==> src/rtl/fpe_pkg.sv <==
// ----------------------------------------------------------------------------
// fpe_pkg
// Shared constants, command codes and handshake structs for the frustum
// plane extraction block.
// ----------------------------------------------------------------------------
package fpe_pkg;

    localparam int FRAC_BITS = 16;
    localparam int DATA_W    = 32;
    localparam int ACC_W     = 66;
    localparam int SQ_W      = 64;
    localparam int LEN_W     = 33;
    localparam int DIV_NW    = DATA_W + FRAC_BITS;
    localparam int IT_W      = $clog2(DIV_NW);
    localparam int SQRT_STEPS = 32;

    localparam logic [1:0] ACT_LOAD_VIEW = 2'd0;
    localparam logic [1:0] ACT_LOAD_PROJ = 2'd1;
    localparam logic [1:0] ACT_COMPUTE   = 2'd2;

    typedef enum logic [4:0] {
        OP_NONE,
        OP_LOAD_V,
        OP_LOAD_P,
        OP_MUL,
        OP_ACC,
        OP_STORE,
        OP_LD3,
        OP_LDK,
        OP_SQ,
        OP_SQACC,
        OP_CHECK,
        OP_SQRT_STEP,
        OP_DIV_INIT,
        OP_DIV_STEP,
        OP_DIV_DONE,
        OP_EMIT
    } op_t;

    typedef struct packed {
        op_t        op;
        logic [3:0] e;
        logic [1:0] k;
        logic [1:0] i;
        logic [1:0] row;
        logic       minus;
        logic [2:0] plane;
        logic       last;
    } cmd_t;

    typedef struct packed {
        logic sq_zero;
        logic out_free;
    } status_t;

endpackage

==> src/rtl/fpe_ctrl.sv <==
// ----------------------------------------------------------------------------
// fpe_ctrl
// Sequencer: walks the product, plane, root and divide loops and issues
// one datapath command per cycle, except while idle or while an emit waits on the output.
// ----------------------------------------------------------------------------
module fpe_ctrl (
    input  logic                  clk,
    input  logic                  rst_n,
    input  logic                  in_valid,
    output logic                  in_ready,
    input  logic [1:0]            action,
    input  logic [3:0]            element_index,
    input  fpe_pkg::status_t      status,
    output fpe_pkg::cmd_t         cmd
);

    typedef enum logic [3:0] {
        S_IDLE, S_MUL, S_ACC, S_STORE, S_LD3, S_LDK, S_SQ, S_SQACC,
        S_CHECK, S_SQRT, S_DINIT, S_DIV, S_DFIN, S_EMIT
    } state_t;

    state_t                      state_reg, state_next;
    logic [3:0]                  e_reg, e_next;
    logic [1:0]                  k_reg, k_next;
    logic [1:0]                  i_reg, i_next;
    logic [2:0]                  p_reg, p_next;
    logic [fpe_pkg::IT_W-1:0]    it_reg, it_next;
    logic                        accept;

    assign in_ready = (state_reg == S_IDLE);
    assign accept   = in_valid && in_ready;

    always_comb
    begin
        state_next = state_reg;
        e_next     = e_reg;
        k_next     = k_reg;
        i_next     = i_reg;
        p_next     = p_reg;
        it_next    = it_reg;
        cmd        = '0;
        cmd.op     = fpe_pkg::OP_NONE;
        cmd.e      = e_reg;
        cmd.k      = k_reg;
        cmd.i      = i_reg;
        cmd.row    = p_reg[2:1];
        cmd.minus  = p_reg[0];
        cmd.plane  = p_reg;
        cmd.last   = (p_reg == 3'd5);
        unique case (state_reg)
            S_IDLE:
            begin
                if (accept)
                begin
                    cmd.e = element_index;
                    if (action == fpe_pkg::ACT_LOAD_VIEW)
                        cmd.op = fpe_pkg::OP_LOAD_V;
                    else if (action == fpe_pkg::ACT_LOAD_PROJ)
                        cmd.op = fpe_pkg::OP_LOAD_P;
                    else if (action == fpe_pkg::ACT_COMPUTE)
                    begin
                        e_next     = '0;
                        k_next     = '0;
                        state_next = S_MUL;
                    end
                end
            end
            S_MUL:
            begin
                cmd.op     = fpe_pkg::OP_MUL;
                state_next = S_ACC;
            end
            S_ACC:
            begin
                cmd.op = fpe_pkg::OP_ACC;
                if (k_reg == 2'd3)
                    state_next = S_STORE;
                else
                begin
                    k_next     = k_reg + 2'd1;
                    state_next = S_MUL;
                end
            end
            S_STORE:
            begin
                cmd.op = fpe_pkg::OP_STORE;
                k_next = '0;
                if (e_reg == 4'd15)
                begin
                    p_next     = '0;
                    i_next     = '0;
                    state_next = S_LD3;
                end
                else
                begin
                    e_next     = e_reg + 4'd1;
                    state_next = S_MUL;
                end
            end
            S_LD3:
            begin
                cmd.op     = fpe_pkg::OP_LD3;
                state_next = S_LDK;
            end
            S_LDK:
            begin
                cmd.op = fpe_pkg::OP_LDK;
                if (i_reg == 2'd3)
                begin
                    i_next     = '0;
                    state_next = S_SQ;
                end
                else
                begin
                    i_next     = i_reg + 2'd1;
                    state_next = S_LD3;
                end
            end
            S_SQ:
            begin
                cmd.op     = fpe_pkg::OP_SQ;
                state_next = S_SQACC;
            end
            S_SQACC:
            begin
                cmd.op = fpe_pkg::OP_SQACC;
                if (i_reg == 2'd2)
                    state_next = S_CHECK;
                else
                begin
                    i_next     = i_reg + 2'd1;
                    state_next = S_SQ;
                end
            end
            S_CHECK:
            begin
                cmd.op  = fpe_pkg::OP_CHECK;
                it_next = '0;
                state_next = status.sq_zero ? S_EMIT : S_SQRT;
            end
            S_SQRT:
            begin
                cmd.op  = fpe_pkg::OP_SQRT_STEP;
                it_next = it_reg + 1'b1;
                if (it_reg == fpe_pkg::IT_W'(fpe_pkg::SQRT_STEPS - 1))
                begin
                    i_next     = '0;
                    state_next = S_DINIT;
                end
            end
            S_DINIT:
            begin
                cmd.op     = fpe_pkg::OP_DIV_INIT;
                it_next    = '0;
                state_next = S_DIV;
            end
            S_DIV:
            begin
                cmd.op  = fpe_pkg::OP_DIV_STEP;
                it_next = it_reg + 1'b1;
                if (it_reg == fpe_pkg::IT_W'(fpe_pkg::DIV_NW - 1))
                    state_next = S_DFIN;
            end
            S_DFIN:
            begin
                cmd.op = fpe_pkg::OP_DIV_DONE;
                if (i_reg == 2'd3)
                    state_next = S_EMIT;
                else
                begin
                    i_next     = i_reg + 2'd1;
                    state_next = S_DINIT;
                end
            end
            S_EMIT:
            begin
                if (status.out_free)
                begin
                    cmd.op = fpe_pkg::OP_EMIT;
                    i_next = '0;
                    if (p_reg == 3'd5)
                        state_next = S_IDLE;
                    else
                    begin
                        p_next     = p_reg + 3'd1;
                        state_next = S_LD3;
                    end
                end
            end
            default:
                state_next = S_IDLE;
        endcase
    end

    always_ff @(posedge clk or negedge rst_n)
    begin
        if (!rst_n)
        begin
            state_reg <= S_IDLE;
            e_reg     <= '0;
            k_reg     <= '0;
            i_reg     <= '0;
            p_reg     <= '0;
            it_reg    <= '0;
        end
        else
        begin
            state_reg <= state_next;
            e_reg     <= e_next;
            k_reg     <= k_next;
            i_reg     <= i_next;
            p_reg     <= p_next;
            it_reg    <= it_next;
        end
    end

endmodule

==> config.mk <==
export PLATFORM = sky130hd
export DESIGN_NAME = fpe_ctrl
export DESIGN_NICKNAME = d
export VERILOG_FILES = /design/src/rtl/fpe_pkg.sv /design/src/rtl/fpe_ctrl.sv
export SDC_FILE = /design/constraint.sdc
export NUM_CORES = 1
export LEC_CHECK = 0
export ABC_AREA = 1
export BUFFER_PORTS_ARGS = -buffer_cell sky130_fd_sc_hd__buf_4
export CAP_MARGIN = 20
export CORE_ASPECT_RATIO = 1.75
export CORE_MARGIN = 1.5
export CORE_UTILIZATION = 35
export DETAILED_ROUTE_END_ITERATION = 8
export PLACE_DENSITY = 0.62
export SYNTH_ARGS = -nofsm -noshare
export SYNTH_HDL_FRONTEND = slang
export SYNTH_SLANG_ARGS = --single-unit
==> constraint.sdc <==
create_clock -name clk -period 1.72 [get_ports clk]
set_input_delay 0.086 -clock clk [delete_from_list [all_inputs] [get_ports clk]]
set_output_delay 0.086 -clock clk [all_outputs]
set_load 0.03 [all_outputs]
==> flow_metrics.py <==
metrics = {
    "place": {
        "dp_cells": 331,
        "place_congestion": 0.907,
        "io_buffers": 30,
        "place_area_mm2": 0.00191,
        "hpwl_um": 3560,
    },
    "global_routing": {
        "antenna_found_initial": 0,
        "grt_overflow": 0,
        "grt_pass1_vias": 1674,
        "grt_pass1_wl_um": 7360,
        "grt_max_degree": 22,
        "grt_use_total_pct": 19.9,
    },
    "synthesis": {
        "synth_xor_area_share_pct": 2.16,
        "synth_top_area_cell": "dfrtp_1",
        "seq_area_frac_synth_pct": 32.3,
        "ys.flop_type": "dfrtp_1",
        "syn_area_mm2": 0.00163,
        "synthSimpleGateAreaFrac_pct": 37.6,
        "yosys_warnings": 0,
        "synth_cell_types": 28,
        "yosys-top-cells-area": "dfrtp_1, nand2_1, nor2_1, inv_1, nand3_1",
        "synthMuxAreaShare_pct": 1.39,
        "synth_top_cell_area_share_pct": 32.3,
        "synth_compound_area_share_pct": 9.62,
        "synth_commonest_cells": "nand2_1, nor2_1, inv_1",
        "synth_adder_area_share_pct": 5.39,
        "synth-seq-cells": 21,
        "synth_edf_count": 0,
        "async_flop_share_pct": 100,
        "syn_nets": 269,
        "synth.most_common_cell": "nand2_1",
        "syn-instance-count": 251,
        "synth.avg_cell_area_um2": 6.48,
        "synth_top_family_by_area": "simple AND/OR/NAND/NOR gates",
    },
    "clock_tree": {
        "cts_buffers": 3,
        "root_buffer": "clkbuf_8",
        "htreeDepth": 1,
        "clk_latency_ns": 0.27,
        "clockBufferDepth": 2,
        "path_clk_slew_ns": 0.08,
        "cts.sinks": 21,
        "cts_tree": "yes",
    },
    "drt": {
        "drt_wl_total_um": 4520,
        "vias": 1702,
        "dr.pass1.iters": 4,
        "post_drt_wl_per_cell_um": 13.1,
        "final_antenna_net_count": 0,
        "drc": 0,
        "drt_iter0_drc": 43,
        "routed_via_density": 4.93,
    },
    "sta": {
        "slew_violations": 0,
        "rsz0062_at_grt": "yes",
        "skew_ns": 0.00520,
        "finalCriticalPeriod_ns": 1.67,
        "whs_ns": 0.228,
        "tns_ns": 0,
        "setup-violations-final": 0,
        "min_period_over_period_pct": 97.0,
        "fmax_mhz": 600,
        "hold_violations": 0,
    },
    "pwr": {
        "p_sw_mw": 0.200,
        "p_leak_nw": 1.20,
        "combPwrFrac_pct": 4.2,
        "max-vdd-ir-drop_mv": 0.441,
        "p_per_area_mw_per_mm2": 414,
        "p_clk_share_pct": 39.2,
        "switching_share_pct": 22.9,
        "internal-power_mw": 0.672,
        "seqPwrFrac_pct": 56.5,
    },
    "critical_path": {
        "regToRegEndpoint": "i_reg[1]",
        "end_kind": "output port",
        "ff2ff_setup_slack_ns": 0.16,
        "cp-startpoint": "state_reg[1]",
        "worstSetupPathType": "reg2out",
        "critPathMaxFanout": 5,
        "cp.arrival_ns": 1.58,
        "r2r_start": "state_reg[2]",
        "critPathLaunchType": "flop",
        "required_ns": 1.63,
        "worstSetupEndpoint": "cmd[18]",
        "r2r_cells": 9,
    },
    "die": {
        "dieArea_mm2": 0.00508,
        "core_area_mm2": 0.00444,
        "die_w_um": 54.5,
        "start_util_pct": 36.6,
        "rows": 32,
        "ioPinCount": 32,
        "dieHeight_um": 93.1,
    },
    "finish": {
        "drive_gt1_share_pct": 24.5,
        "instances_no_fill": 345,
        "fill_cells": 463,
        "final_util_pct": 47.4,
        "finalInstanceArea_mm2": 0.00211,
        "largest_register_ffs": 6,
        "synthToLayoutAreaGrowth_pct": 29.6,
        "diodes": 0,
        "final_nets": 313,
    },
    "job": {
        "cap_violations": 0,
    },
    "status": {
        "outcome": "completed",
    },
    "worst_hold_path": {
        "worstHoldPathType": "in2async",
    },
}
-- area by class of cell --
type	instances	area, um^2	area share, %
clock buffers	3	41.3	1.96
clock inverters	1	5.00	0.238
inverters	37	144	6.83
multi-input cells	187	977	46.4
flip-flops and latches	21	527	25.0
well taps	51	63.8	3.03
repair buffers	45	348	16.5
-- worst min-delay path by stage --
stage / end / slack [ns] / cells past startpoint
6_report: it_reg[3] / 0.23 / 2
5_1_grt: state_reg[2] / 0.25 / 7
4_1_cts: it_reg[2] / 0.24 / 2
3_5_place_dp: it_reg[2] / -0.008 / 1
3_3_place_gp: it_reg[3] / -0.002 / 1
2_1_floorplan: e_reg[0] / -0.21 / 0
-- critical path, cell delays in order (launching register included) --
cell,delay [ns]
dfrtp_1,0.42
buf_4,0.17
nor2_4,0.16
nand2_4,0.09
nor2_4,0.11
nor2_2,0.06
o21ai_0,0.09
buf_4,0.20
-- power by group through the flow --
stage          Combinational, mW  Clock, mW  Sequential (mW)
2_1_floorplan            0.00838          0            0.503
3_3_place_gp              0.0356          0            0.503
3_5_place_dp              0.0352          0            0.503
4_1_cts                   0.0376      0.349            0.493
5_1_grt                   0.0418      0.369            0.493
6_report                  0.0371      0.342            0.493
-- routing by layer --
| layer | global-route usage, % | vias up | part of all wire [%] |
|---|---|---|---|
| li1 | - | 875 | - |
| met2 | 35.6 | 51 | 56 |
| met3 | 2.40 | 16 | 4.4 |
| met1 | 20.5 | 760 | 35 |
| met5 | 0 | - | 0 |
| met4 | 11.9 | 0 | 4.7 |
-- per-stage QoR --
step / power [mW] / worst slack [ns]
2_1_floorplan: 0.512 / 0.215
3_3_place_gp: 0.539 / 0.130
3_5_place_dp: 0.538 / 0.110
4_1_cts: 0.880 / 0.00275
5_1_grt: 0.904 / -0.0664
6_report: 0.872 / 0.0522
-- cells by family (layout without fill, tap and decap cells) --
logic type	count (synthesis)	in the layout
other cells	1	1
simple gates	145	145
compound gates	28	28
flops	21	21
xor+xnor	4	4
buf+inv	43	86
fa+ha+maj	7	7
mux	2	2
-- layout by cell type (no fill, tap or decap) --
cell type	instances
xnor2_1	1
nand3_2	2
nand2_4	2
inv_2	2
nand4_1	2
nand3_1	18
nor2_1	32
clkinvlp_4	1
dlygate4sd3_1	1
nor2_2	4
o31ai_1	1
a22o_1	2
inv_1	33
nor2_4	5
dfrtp_1	20
o21ai_1	1
clkinv_2	2
nor3_1	2
mux2_4	2
ha_1	7
nand2_1	72
clkbuf_8	3
or2_1	1
o21ai_0	13
dfrtp_2	1
o22ai_1	1
a31oi_1	2
a21oi_1	7
buf_4	42
xor2_1	3
o211ai_1	1
buf_6	2
nand2_2	4
conb_1	1
and3_1	1
-- timing repair --
| action | in CTS | in global routing |
|---|---|---|
| cloned | 0 | 0 |
| hold buffers | 1 | 0 |
| setup buffers | 7 | 2 |
| resized for setup | 14 | 10 |
| endpoints found under the hold margin | 21 | 0 |
| pin swaps | 3 | 4 |
| setup endpoints to repair | 6 | 12 |
No activity file was read; power rests on OpenSTA's default activity.
